## config.mk

```make
export PLATFORM = sky130hd
export DESIGN_NAME = force_admittance_servo_control
export DESIGN_NICKNAME = d
export VERILOG_FILES = /design/src/fasc_pkg.sv /design/src/fasc_mul.sv /design/src/fasc_div.sv /design/src/force_admittance_servo_control.sv
export SDC_FILE = /design/constraint.sdc
export NUM_CORES = 2
export LEC_CHECK = 0
export ABC_AREA = 1
export BUFFER_PORTS_ARGS = -buffer_cell sky130_fd_sc_hd__buf_2
export CAP_MARGIN = 20
export CORE_MARGIN = 10
export CORE_UTILIZATION = 56
export CTS_BUF_LIST = sky130_fd_sc_hd__clkbuf_4
export DETAILED_ROUTE_END_ITERATION = 6
export PLACE_DENSITY_LB_ADDON = 0.2
export SLEW_MARGIN = 20
export SYNTH_ARGS = -nofsm -noshare
export SYNTH_HDL_FRONTEND = slang
export SYNTH_HIERARCHICAL = 1
export SYNTH_SLANG_ARGS = --single-unit
```

## constraint.sdc

```tcl
create_clock -name clk -period 17.1 [get_ports clk]
set_input_delay 1.71 -clock clk [delete_from_list [all_inputs] [get_ports clk]]
set_output_delay 1.71 -clock clk [all_outputs]
set_load 0.02 [all_outputs]
```

## src/fasc_pkg.sv

```systemverilog
// Shared types and constants for the force admittance servo control block.
// No dependencies; used by every module of the block.
`timescale 1ns / 1ps

package fasc_pkg;

    // Item kinds
    typedef enum logic [1:0] {
        KIND_SENSOR = 2'd0,
        KIND_SERVO  = 2'd1,
        KIND_TARE   = 2'd2,
        KIND_NOP    = 2'd3
    } kind_t;

    // Configuration register indexes
    typedef enum logic [2:0] {
        CFG_ASYM_GAIN      = 3'd0,
        CFG_DEAD_ZONE      = 3'd1,
        CFG_WALL_FORCE     = 3'd2,
        CFG_SPEED_SCALE    = 3'd3,
        CFG_MAX_SPEED      = 3'd4,
        CFG_ONLY_RESISTIVE = 3'd5,
        CFG_FILTER_ENABLE  = 3'd6
    } cfg_index_t;

    localparam int CFG_INDEX_W = 3;
    localparam int CFG_DATA_W  = 16;

    // Configuration reset values
    localparam logic [9:0]  ASYM_GAIN_RST   = 10'd448;
    localparam logic [15:0] DEAD_ZONE_RST   = 16'd320;
    localparam logic [15:0] WALL_FORCE_RST  = 16'd3200;
    localparam logic [9:0]  SPEED_SCALE_RST = 10'd51;
    localparam logic [15:0] MAX_SPEED_RST   = 16'd12800;

    // Angles and pulse mapping
    localparam logic [15:0] ANGLE_MAX_Q8   = 16'd46080;
    localparam logic [15:0] ANGLE_START_Q8 = 16'd23040;
    localparam logic [9:0]  POT_FULL       = 10'd1023;
    localparam logic [11:0] PULSE_MIN      = 12'd500;
    localparam logic [11:0] PULSE_MAX      = 12'd2500;
    localparam logic [11:0] PULSE_START    = 12'd1500;
    // round up of 2^24 * 2000 / 46080; exact after >> 24 over the angle range
    localparam logic [23:0] PULSE_RECIP    = 24'd728178;

    // 21-bit force saturation limits
    localparam logic signed [20:0] F21_MAX = 21'sh0FFFFF;
    localparam logic signed [20:0] F21_MIN = 21'sh100000;

    // Shared multiplier: signed A by unsigned B
    localparam int MUL_A_W = 23;
    localparam int MUL_B_W = 24;
    localparam int MUL_P_W = MUL_A_W + MUL_B_W;

    // Step division: |speed| * elapsed over one million microseconds.
    // Top 22 dividend bits times floor(2^42 / 10^6), taken >> 24, never
    // overshoots and is at most one short; a single remainder compare fixes it.
    localparam int DIVIDEND_W = 40;
    localparam int QUOT_W     = 21;
    localparam int DIV_HI_LSB = 18;
    localparam int EST_SHIFT  = 24;
    localparam int EST_W      = EST_SHIFT + QUOT_W;
    localparam logic [MUL_B_W-1:0] STEP_DIV   = 24'd1000000;
    localparam logic [MUL_B_W-1:0] STEP_RECIP = 24'd4398046;

endpackage

```

## src/fasc_mul.sv

```systemverilog
// Shared registered multiplier: signed operand times unsigned operand.
// Depends on fasc_pkg for operand and product widths.
`timescale 1ns / 1ps

module fasc_mul
(
    input  logic                                  clk,
    input  logic                                  en,
    input  logic signed [fasc_pkg::MUL_A_W-1:0]   a,
    input  logic        [fasc_pkg::MUL_B_W-1:0]   b,
    output logic signed [fasc_pkg::MUL_P_W-1:0]   p
);

    logic signed [fasc_pkg::MUL_P_W:0]   prod;
    logic signed [fasc_pkg::MUL_P_W-1:0] p_reg;

    // B is zero extended so the product stays signed
    assign prod = a * $signed({1'b0, b});

    always_ff @(posedge clk)
    begin
        if (en)
        begin
            p_reg <= prod[fasc_pkg::MUL_P_W-1:0];
        end
    end

    assign p = p_reg;

endmodule

```

## src/fasc_div.sv

```systemverilog
// Division of the step product by one million from a reciprocal estimate and one fix-up.
// Works on products of the shared multiplier; depends on fasc_pkg for widths and constants.
`timescale 1ns / 1ps

module fasc_div
(
    input  logic                                 clk,
    input  logic                                 rst_n,
    input  logic                                 load,
    input  logic                                 est_load,
    input  logic                                 fix,
    input  logic [fasc_pkg::EST_W-1:0]           prod,
    output logic [fasc_pkg::QUOT_W-1:0]          quotient
);

    logic [fasc_pkg::DIVIDEND_W-1:0] dividend_reg;
    logic [fasc_pkg::QUOT_W-1:0]     quot_reg;

    logic [fasc_pkg::DIVIDEND_W-1:0] rem;
    logic                            ge;

    // prod holds estimate * 10^6 here; the remainder is below two divisors
    assign rem = dividend_reg - prod[fasc_pkg::DIVIDEND_W-1:0];
    assign ge  = rem >= fasc_pkg::DIVIDEND_W'(fasc_pkg::STEP_DIV);

    always_ff @(posedge clk or negedge rst_n)
    begin
        if (!rst_n)
        begin
            dividend_reg <= '0;
            quot_reg     <= '0;
        end
        else if (load)
        begin
            dividend_reg <= prod[fasc_pkg::DIVIDEND_W-1:0];
        end
        else if (est_load)
        begin
            quot_reg <= prod[fasc_pkg::EST_SHIFT +: fasc_pkg::QUOT_W];
        end
        else if (fix)
        begin
            quot_reg <= quot_reg + fasc_pkg::QUOT_W'(ge);
        end
    end

    assign quotient = quot_reg;

endmodule

```

## src/force_admittance_servo_control.sv

```systemverilog
// Force admittance servo control, top level: sequencer, state and config registers.
// Tare and no-op items go straight to emit; a sensor item runs gain, filter and dead zone;
// a servo tick runs wall, speed, clamp, step, divide, angle and pulse steps, with five
// passes through the shared multiplier. One item at a time; in_ready rises with the result.
// A held result lets the next item in, which then waits in its last step for out_ready.
// Asynchronous active-low reset restores config defaults, 90 degree joint angle.
`timescale 1ns / 1ps

module force_admittance_servo_control
(
    input  logic                                  clk,
    input  logic                                  rst_n,
    // configuration write port
    input  logic                                  cfg_write,
    input  logic [fasc_pkg::CFG_INDEX_W-1:0]      cfg_index,
    input  logic [fasc_pkg::CFG_DATA_W-1:0]       cfg_wdata,
    // input channel
    input  logic                                  in_valid,
    output logic                                  in_ready,
    input  logic [1:0]                            kind,
    input  logic signed [19:0]                    force_sample_q4,
    input  logic [9:0]                            pot_reading,
    input  logic [23:0]                           elapsed_us,
    // output channel
    output logic                                  out_valid,
    input  logic                                  out_ready,
    output logic [11:0]                           pulse_us,
    output logic [15:0]                           joint_angle_q8,
    output logic signed [20:0]                    adjusted_force_q4,
    output logic                                  held_at_wall
);

    typedef enum logic [3:0] {
        S_IDLE,
        S_GAIN,
        S_FILT,
        S_DZ,
        S_WALL,
        S_SPEED,
        S_CLAMP,
        S_STEP,
        S_RECIP,
        S_BACK,
        S_FIX,
        S_ANGLE,
        S_PULSE,
        S_PULSE_WB,
        S_EMIT
    } state_t;

    // configuration
    logic [9:0]  gain_reg;
    logic [15:0] dz_reg;
    logic [15:0] wf_reg;
    logic [9:0]  scale_reg;
    logic [15:0] maxs_reg;
    logic        res_reg;
    logic        filt_en_reg;

    state_t state_reg, state_next;

    // latched input fields
    logic signed [19:0] force_reg, force_next;
    logic [9:0]         pot_reg, pot_next;
    logic [23:0]        elapsed_reg, elapsed_next;

    // block state
    logic [15:0]        joint_reg, joint_next;
    logic [15:0]        wall_reg, wall_next;
    logic signed [20:0] adj_reg, adj_next;
    logic signed [20:0] x1_reg, x1_next;
    logic signed [20:0] y1_reg, y1_next;
    logic               held_reg, held_next;
    logic [11:0]        pulse_reg, pulse_next;

    // working registers
    logic signed [21:0] acc_reg, acc_next;
    logic               lim_reg, lim_next;
    logic signed [16:0] speed_reg, speed_next;
    logic               neg_reg, neg_next;

    // output stage
    logic               out_valid_reg, out_valid_next;
    logic [11:0]        out_pulse_reg, out_pulse_next;
    logic [15:0]        out_joint_reg, out_joint_next;
    logic signed [20:0] out_force_reg, out_force_next;
    logic               out_held_reg, out_held_next;

    // shared units
    logic                                  mul_en;
    logic signed [fasc_pkg::MUL_A_W-1:0]   mul_a;
    logic        [fasc_pkg::MUL_B_W-1:0]   mul_b;
    logic signed [fasc_pkg::MUL_P_W-1:0]   mul_p;
    logic                                  div_load;
    logic                                  div_est;
    logic                                  div_fix;
    logic [fasc_pkg::QUOT_W-1:0]           div_q;

    // datapath intermediates
    logic               force_pos;
    logic signed [20:0] g_val;
    logic signed [22:0] fsum;
    logic signed [20:0] fy;
    logic signed [21:0] f_ext;
    logic [20:0]        f_abs;
    logic signed [21:0] f_dz;
    logic [15:0]        x45;
    logic [5:0]         q0;
    logic [10:0]        r0;
    logic [15:0]        wall_calc;
    logic               adj_pos;
    logic               apply_wall;
    logic signed [21:0] ctl_ext;
    logic signed [21:0] ctl_sub;
    logic signed [21:0] ctl_wall;
    logic signed [31:0] sp_raw;
    logic signed [31:0] sp_div;
    logic signed [31:0] max_ext;
    logic signed [16:0] max_s17;
    logic signed [16:0] speed_neg;
    logic signed [22:0] q_ext;
    logic signed [22:0] step_val;
    logic signed [23:0] ang;
    logic [15:0]        lo_lim;
    logic [15:0]        ang_c;

    fasc_mul u_mul
    (
        .clk (clk),
        .en  (mul_en),
        .a   (mul_a),
        .b   (mul_b),
        .p   (mul_p)
    );

    fasc_div u_div
    (
        .clk      (clk),
        .rst_n    (rst_n),
        .load     (div_load),
        .est_load (div_est),
        .fix      (div_fix),
        .prod     (mul_p[fasc_pkg::EST_W-1:0]),
        .quotient (div_q)
    );

    // Configuration registers
    always_ff @(posedge clk or negedge rst_n)
    begin
        if (!rst_n)
        begin
            gain_reg    <= fasc_pkg::ASYM_GAIN_RST;
            dz_reg      <= fasc_pkg::DEAD_ZONE_RST;
            wf_reg      <= fasc_pkg::WALL_FORCE_RST;
            scale_reg   <= fasc_pkg::SPEED_SCALE_RST;
            maxs_reg    <= fasc_pkg::MAX_SPEED_RST;
            res_reg     <= 1'b0;
            filt_en_reg <= 1'b0;
        end
        else if (cfg_write)
        begin
            case (fasc_pkg::cfg_index_t'(cfg_index))
                fasc_pkg::CFG_ASYM_GAIN:      gain_reg    <= cfg_wdata[9:0];
                fasc_pkg::CFG_DEAD_ZONE:      dz_reg      <= cfg_wdata;
                fasc_pkg::CFG_WALL_FORCE:     wf_reg      <= cfg_wdata;
                fasc_pkg::CFG_SPEED_SCALE:    scale_reg   <= cfg_wdata[9:0];
                fasc_pkg::CFG_MAX_SPEED:      maxs_reg    <= cfg_wdata;
                fasc_pkg::CFG_ONLY_RESISTIVE: res_reg     <= cfg_wdata[0];
                fasc_pkg::CFG_FILTER_ENABLE:  filt_en_reg <= cfg_wdata[0];
                default: ;
            endcase
        end
    end

    // Gain and filter
    always_comb
    begin
        force_pos = !force_reg[19] && (|force_reg);
        if (!force_pos)
            g_val = {force_reg[19], force_reg};
        else if (|mul_p[fasc_pkg::MUL_P_W-1:28])
            g_val = fasc_pkg::F21_MAX;
        else
            g_val = {1'b0, mul_p[27:8]};

        fsum = {{2{g_val[20]}}, g_val} + {{2{x1_reg[20]}}, x1_reg}
             - {{2{y1_reg[20]}}, y1_reg};
        if (fsum > 23'sd1048575)
            fy = fasc_pkg::F21_MAX;
        else if (fsum < -23'sd1048576)
            fy = fasc_pkg::F21_MIN;
        else
            fy = fsum[20:0];
    end

    // Dead zone and wall angle
    always_comb
    begin
        f_ext = {acc_reg[20], acc_reg[20:0]};
        f_abs = acc_reg[20] ? 21'(-f_ext) : acc_reg[20:0];
        if (f_abs < {5'b0, dz_reg})
            f_dz = '0;
        else if (acc_reg[20])
            f_dz = f_ext + $signed({6'b0, dz_reg});
        else
            f_dz = f_ext - $signed({6'b0, dz_reg});

        // pot * 46080 / 1023 = 45 * pot + (45 * pot) / 1023
        x45 = {1'b0, pot_reg, 5'b0} + {3'b0, pot_reg, 3'b0}
            + {4'b0, pot_reg, 2'b0} + {6'b0, pot_reg};
        q0  = x45[15:10];
        r0  = {1'b0, x45[9:0]} + {5'b0, q0};
        wall_calc = x45 + {10'b0, q0} + {15'b0, (r0 >= {1'b0, fasc_pkg::POT_FULL})};
    end

    // Wall rule, speed clamp and angle integration
    always_comb
    begin
        adj_pos    = !adj_reg[20] && (|adj_reg);
        apply_wall = (joint_reg >= wall_reg) && (!res_reg || adj_pos);
        ctl_ext    = {adj_reg[20], adj_reg};
        ctl_sub    = ctl_ext - $signed({6'b0, wf_reg});
        ctl_wall   = (res_reg && ctl_sub[21]) ? 22'sd0 : ctl_sub;

        // divide by 16 rounding toward zero
        sp_raw  = mul_p[31:0];
        sp_div  = (sp_raw + (sp_raw[31] ? 32'sd15 : 32'sd0)) >>> 4;
        max_ext = $signed({16'b0, maxs_reg});
        max_s17 = $signed({1'b0, maxs_reg});
        speed_neg = -speed_reg;

        q_ext    = $signed({2'b0, div_q});
        step_val = neg_reg ? -q_ext : q_ext;
        ang      = $signed({8'b0, joint_reg}) + {step_val[22], step_val};
        lo_lim   = lim_reg ? wall_reg : 16'd0;
        if (ang > $signed({8'b0, fasc_pkg::ANGLE_MAX_Q8}))
            ang_c = fasc_pkg::ANGLE_MAX_Q8;
        else if (ang < $signed({8'b0, lo_lim}))
            ang_c = lo_lim;
        else
            ang_c = ang[15:0];
    end

    // Sequencer
    always_comb
    begin
        state_next     = state_reg;
        force_next     = force_reg;
        pot_next       = pot_reg;
        elapsed_next   = elapsed_reg;
        joint_next     = joint_reg;
        wall_next      = wall_reg;
        adj_next       = adj_reg;
        x1_next        = x1_reg;
        y1_next        = y1_reg;
        held_next      = held_reg;
        pulse_next     = pulse_reg;
        acc_next       = acc_reg;
        lim_next       = lim_reg;
        speed_next     = speed_reg;
        neg_next       = neg_reg;
        out_valid_next = out_valid_reg && !out_ready;
        out_pulse_next = out_pulse_reg;
        out_joint_next = out_joint_reg;
        out_force_next = out_force_reg;
        out_held_next  = out_held_reg;
        mul_en         = 1'b0;
        mul_a          = '0;
        mul_b          = '0;
        div_load       = 1'b0;
        div_est        = 1'b0;
        div_fix        = 1'b0;

        case (state_reg)
            S_IDLE:
            begin
                if (in_valid)
                begin
                    force_next   = force_sample_q4;
                    pot_next     = pot_reading;
                    elapsed_next = elapsed_us;
                    case (fasc_pkg::kind_t'(kind))
                        fasc_pkg::KIND_SENSOR: state_next = S_GAIN;
                        fasc_pkg::KIND_SERVO:  state_next = S_WALL;
                        fasc_pkg::KIND_TARE:
                        begin
                            x1_next    = '0;
                            y1_next    = '0;
                            state_next = S_EMIT;
                        end
                        default: state_next = S_EMIT;
                    endcase
                end
            end
            S_GAIN:
            begin
                mul_en     = 1'b1;
                mul_a      = {{3{force_reg[19]}}, force_reg};
                mul_b      = {14'b0, gain_reg};
                state_next = S_FILT;
            end
            S_FILT:
            begin
                if (filt_en_reg)
                begin
                    x1_next  = g_val;
                    y1_next  = fy;
                    acc_next = {fy[20], fy};
                end
                else
                begin
                    acc_next = {g_val[20], g_val};
                end
                state_next = S_DZ;
            end
            S_DZ:
            begin
                adj_next   = f_dz[20:0];
                wall_next  = wall_calc;
                state_next = S_EMIT;
            end
            S_WALL:
            begin
                acc_next   = apply_wall ? ctl_wall : ctl_ext;
                lim_next   = apply_wall && !adj_reg[20];
                state_next = S_SPEED;
            end
            S_SPEED:
            begin
                mul_en     = 1'b1;
                mul_a      = {acc_reg[21], acc_reg};
                mul_b      = {14'b0, scale_reg};
                state_next = S_CLAMP;
            end
            S_CLAMP:
            begin
                if (sp_div > max_ext)
                    speed_next = max_s17;
                else if (sp_div < -max_ext)
                    speed_next = -max_s17;
                else
                    speed_next = sp_div[16:0];
                state_next = S_STEP;
            end
            S_STEP:
            begin
                mul_en     = 1'b1;
                mul_a      = {7'b0, (speed_reg[16] ? speed_neg[15:0] : speed_reg[15:0])};
                mul_b      = elapsed_reg;
                neg_next   = speed_reg[16];
                state_next = S_RECIP;
            end
            S_RECIP:
            begin
                // keep the dividend, estimate the quotient from its top bits
                div_load   = 1'b1;
                mul_en     = 1'b1;
                mul_a      = {1'b0, mul_p[fasc_pkg::DIVIDEND_W-1:fasc_pkg::DIV_HI_LSB]};
                mul_b      = fasc_pkg::STEP_RECIP;
                state_next = S_BACK;
            end
            S_BACK:
            begin
                div_est    = 1'b1;
                mul_en     = 1'b1;
                mul_a      = {2'b0, mul_p[fasc_pkg::EST_SHIFT +: fasc_pkg::QUOT_W]};
                mul_b      = fasc_pkg::STEP_DIV;
                state_next = S_FIX;
            end
            S_FIX:
            begin
                div_fix    = 1'b1;
                state_next = S_ANGLE;
            end
            S_ANGLE:
            begin
                joint_next = ang_c;
                held_next  = lim_reg;
                state_next = S_PULSE;
            end
            S_PULSE:
            begin
                mul_en     = 1'b1;
                mul_a      = {7'b0, joint_reg};
                mul_b      = fasc_pkg::PULSE_RECIP;
                state_next = S_PULSE_WB;
            end
            S_PULSE_WB:
            begin
                pulse_next = fasc_pkg::PULSE_MIN + {1'b0, mul_p[34:24]};
                state_next = S_EMIT;
            end
            S_EMIT:
            begin
                if (!out_valid_reg || out_ready)
                begin
                    out_valid_next = 1'b1;
                    out_pulse_next = pulse_reg;
                    out_joint_next = joint_reg;
                    out_force_next = adj_reg;
                    out_held_next  = held_reg;
                    state_next     = S_IDLE;
                end
            end
            default: state_next = S_IDLE;
        endcase
    end

    always_ff @(posedge clk or negedge rst_n)
    begin
        if (!rst_n)
        begin
            state_reg     <= S_IDLE;
            force_reg     <= '0;
            pot_reg       <= '0;
            elapsed_reg   <= '0;
            joint_reg     <= fasc_pkg::ANGLE_START_Q8;
            wall_reg      <= '0;
            adj_reg       <= '0;
            x1_reg        <= '0;
            y1_reg        <= '0;
            held_reg      <= 1'b0;
            pulse_reg     <= fasc_pkg::PULSE_START;
            acc_reg       <= '0;
            lim_reg       <= 1'b0;
            speed_reg     <= '0;
            neg_reg       <= 1'b0;
            out_valid_reg <= 1'b0;
            out_pulse_reg <= fasc_pkg::PULSE_START;
            out_joint_reg <= fasc_pkg::ANGLE_START_Q8;
            out_force_reg <= '0;
            out_held_reg  <= 1'b0;
        end
        else
        begin
            state_reg     <= state_next;
            force_reg     <= force_next;
            pot_reg       <= pot_next;
            elapsed_reg   <= elapsed_next;
            joint_reg     <= joint_next;
            wall_reg      <= wall_next;
            adj_reg       <= adj_next;
            x1_reg        <= x1_next;
            y1_reg        <= y1_next;
            held_reg      <= held_next;
            pulse_reg     <= pulse_next;
            acc_reg       <= acc_next;
            lim_reg       <= lim_next;
            speed_reg     <= speed_next;
            neg_reg       <= neg_next;
            out_valid_reg <= out_valid_next;
            out_pulse_reg <= out_pulse_next;
            out_joint_reg <= out_joint_next;
            out_force_reg <= out_force_next;
            out_held_reg  <= out_held_next;
        end
    end

    assign in_ready          = (state_reg == S_IDLE);
    assign out_valid         = out_valid_reg;
    assign pulse_us          = out_pulse_reg;
    assign joint_angle_q8    = out_joint_reg;
    assign adjusted_force_q4 = out_force_reg;
    assign held_at_wall      = out_held_reg;

endmodule

```

==> flow_summary.rst <==
.. list-table::
   :header-rows: 1

   * - Metric
     - Value
   * - Run status
     - finished clean
   * - Starting DRC count in detailed routing
     - ~4400
   * - Sequential-to-total area share from yosys stat
     - between 20% and 30%
   * - Core Footprint
     - 95440 µm²
   * - Number of enable-type register cells in the synthesized netlist
     - 47
   * - Worst setup EP type
     - flop
   * - Hold bufs inserted after CTS
     - 0
   * - Post-detailed-routing wire length
     - ~180000 µm
   * - Final count of pins violating max slew
     - 0
   * - Most used cell along the critical path
     - inv_1
   * - Number of endpoints failing setup at the final stage
     - 0
   * - Area of the mapped netlist
     - 54030 µm²
   * - Vias in the first global route
     - ~50000
   * - Clock latency on the worst-skew pair
     - 1080 ps
   * - Pin count of the biggest net entering global routing
     - 94
   * - Share of layout cells above drive strength 1
     - ~8.2%
   * - PortBufs
     - 131
   * - Slew margin rel.
     - roughly 23%
   * - Number of distinct standard cells referenced by the synthesized netlist
     - 70
   * - CTS Root Cell
     - clkbuf_4
   * - Data required time at the worst endpoint
     - around 18000 ps
   * - Residual DRC
     - 0
   * - Height of the chip
     - about 330 µm
   * - Number of instances in the placed design
     - around 8800
   * - WL/cell
     - a little under 20 µm
   * - Standard-cell row count
     - 113
   * - Ranking of synthesized cells by area
     - fa_1 (19%), dfrtp_1 (16%), nand2_1 (15%)
   * - Antenna violations before repair
     - 9
   * - RSZ-0062 raised after global routing
     - false
   * - Post-synth net total
     - roughly 8600
   * - Count of endpoints failing hold in the final timing report
     - 0
   * - Synth Flop Type
     - dfrtp_1
   * - Critical Path Max Stage Delay
     - just under 800 ps
   * - Floorplan die width
     - 330.6 µm
   * - Global-route wire length before repair
     - between 200000 and 300000 µm
   * - WS Path Type
     - flop to flop
   * - Dpl hpwl
     - between 100000 and 150000 µm
   * - Vias per Instance
     - ~5.5
   * - Syn Area/Cell
     - around 7 µm²
   * - Clock tree from TritonCTS
     - yes
   * - Achievable Freq
     - about 110 MHz
   * - First-pass iteration count of the detailed router
     - 6
   * - Kind of start point of the critical path
     - flop
   * - Area growth from synthesis to layout
     - 7.160%
   * - Worst-Margin Slew
     - 1158 ps
   * - Number of filler instances in the final layout
     - a little over 9000
   * - Number of maximum-capacitance violations
     - 0
   * - Net count of the finished layout
     - just under 9000
   * - Total via count after detailed routing
     - about 50000
   * - Leading cell type by number of instances after synthesis
     - nand2_1
   * - Count of synthesis-stage warnings from yosys
     - 6
   * - Setup TNS Final
     - 0 ps
   * - Critical-path maximum fanout
     - 24
   * - Number of buffers created by CTS
     - 131
   * - Total track usage
     - between 30% and 40%
   * - Number of setup buffers added after CTS
     - 0
   * - Number of gates given a new drive strength after cts
     - 0
   * - Portion of the clock cycle consumed by the worst path in the final layout
     - 53.19%
   * - Endpoint arrival time on the critical path
     - 9840 ps
   * - Remaining global-route overflow
     - 0
   * - Post-detailed-route count of antenna-violating nets
     - 0
   * - Post-layout min period
     - about 9000 ps
   * - Cell taking the most area after synthesis
     - fa_1
   * - Clock edge transition at the registers on the reported setup and hold paths
     - 70 ps
   * - Worst setup skew after layout
     - slightly above 100 ps
   * - Count of H-tree levels built during CTS
     - 4
   * - Number of standard cells in the final layout excluding fillers
     - 9088
   * - Max clock buf depth
     - 3
   * - Total Die Area
     - between 100000 and 150000 µm²
   * - Number of top-level design ports
     - 132
   * - Hold path cells
     - 2
   * - Critical path's slowest cell
     - nor2_2
   * - Flops & latches, synth
     - around 440
   * - Clk sinks
     - 436
   * - Flip-flop count of the largest register after layout
     - 47
   * - Worst hold path class
     - flop to flop
   * - Starting density of the core
     - 56.62%
   * - Instance count of the mapped netlist
     - between 7000 and 8000
   * - Final GP Congestion
     - 1.026
   * - Post-synth top area share
     - 18.71%
   * - Number of cell instances on the worst register-to-register path
     - 33
   * - Leading cell types by count after synthesis
     - nand2_1 (2218), inv_1 (1661), fa_1 (505)
   * - Asr flop ratio synth
     - between 80% and 90%
worst max-delay path, delay by kind of cell (launching register included):
| kind | cells | cell delay [ps] |
|---|---|---|
| adders and majority gates | 8 | 3910 |
| and+or+nand+nor | 11 | 1920 |
| buffers and inverters | 11 | 1760 |
| AOI/OAI and AO/OA | 3 | 710 |
| DFF | 1 | 430 |
cells by family (layout without fill, tap and decap cells):
kind of cell / count (synthesis) / in the layout / share of synthesized area, %
XOR/XNOR: 195 / 195 / 3.161
other: 0 / 7 / 0
flip-flops: 436 / 436 / 20.71
buffers and inverters: 1897 / 2117 / 13.33
AO/OA/AOI/OAI: 894 / 894 / 9.177
multiplexers: 7 / 7 / 0.1459
adder cells (fa/ha/maj): 942 / 942 / 28.83
AND/OR/NAND/NOR: 3225 / 3225 / 24.64
metrics by stage:
step / util, % / worst slack [ps] / hold slack, ps / instance area, µm²
2_1_floorplan: - / 9612 / 448.8 / 54030
3_3_place_gp: 58.80 / 8161 / 460.9 / 56120
3_5_place_dp: 58.83 / 8254 / 465.0 / 56140
4_1_cts: 60.64 / 8217 / 482.4 / 57880
5_1_grt: 60.66 / 7607 / 503.6 / 57900
6_report: 60.67 / 8005 / 479.4 / 57900
path summary, 6_finish.rpt:
path / from / end / slack, ps
max in group asynchronous: rst_n / adjusted_force_q4[14] / 14030
hold / removal: elapsed_reg[11] / elapsed_reg[11] / 480
setup / recovery: state_reg[1] / u_mul/p[36] / 8000
min in group asynchronous: rst_n / pot_reg[0] / 700
hold reg to reg: elapsed_reg[11] / elapsed_reg[11] / 480
setup reg to reg: state_reg[1] / u_mul/p[36] / 8000
cell type report:
cell class	instances	area [µm²]	area share, %
Timing Repair Buffer	204	1237	2.137
Clock inverter	37	230.2	0.3976
Tap cell	1265	1583	2.734
Multi-Input combinational cell	5263	35850	61.91
Inverter	1676	6292	10.87
Antenna cell	7	17.52	0.03025
Clock buffer	200	1501	2.593
Sequential cell	436	11190	19.33
cell usage in the layout, fill, tap and decap left out, types with 60 or more instances in the layout:
| master | Yosys | routed |
|---|---|---|
| nor3_1 | 70 | 69 |
| a21oi_1 | 283 | 283 |
| buf_2 | 8 | 130 |
| nor2_1 | 430 | 424 |
| buf_4 | 1 | 71 |
| nand4_1 | 77 | 77 |
| xor2_1 | 135 | 135 |
| fa_1 | 505 | 505 |
| ha_1 | 437 | 437 |
| dfrtp_1 | 352 | 352 |
| nand2_1 | 2218 | 2216 |
| xnor2_1 | 60 | 60 |
| clkbuf_4 | 0 | 200 |
| inv_1 | 1661 | 1660 |
| nand3_1 | 267 | 267 |
| o21ai_0 | 405 | 401 |
routing by layer:
layer | routed length, µm | vias up | track usage, % | share of wire (%)
li1 | - | 23550 | - | -
met1 | 72870 | 23970 | 41.87 | 40
met2 | 80680 | 2242 | 52.05 | 45
met3 | 17080 | 569 | 8.008 | 9.5
met4 | 9809 | 6 | 16.84 | 5.4
met5 | 43 | - | 0 | 0.024
Power is left out: the tool's default activity adds up to more than one toggle a clock period on the data nets, which glitch-free logic cannot reach.
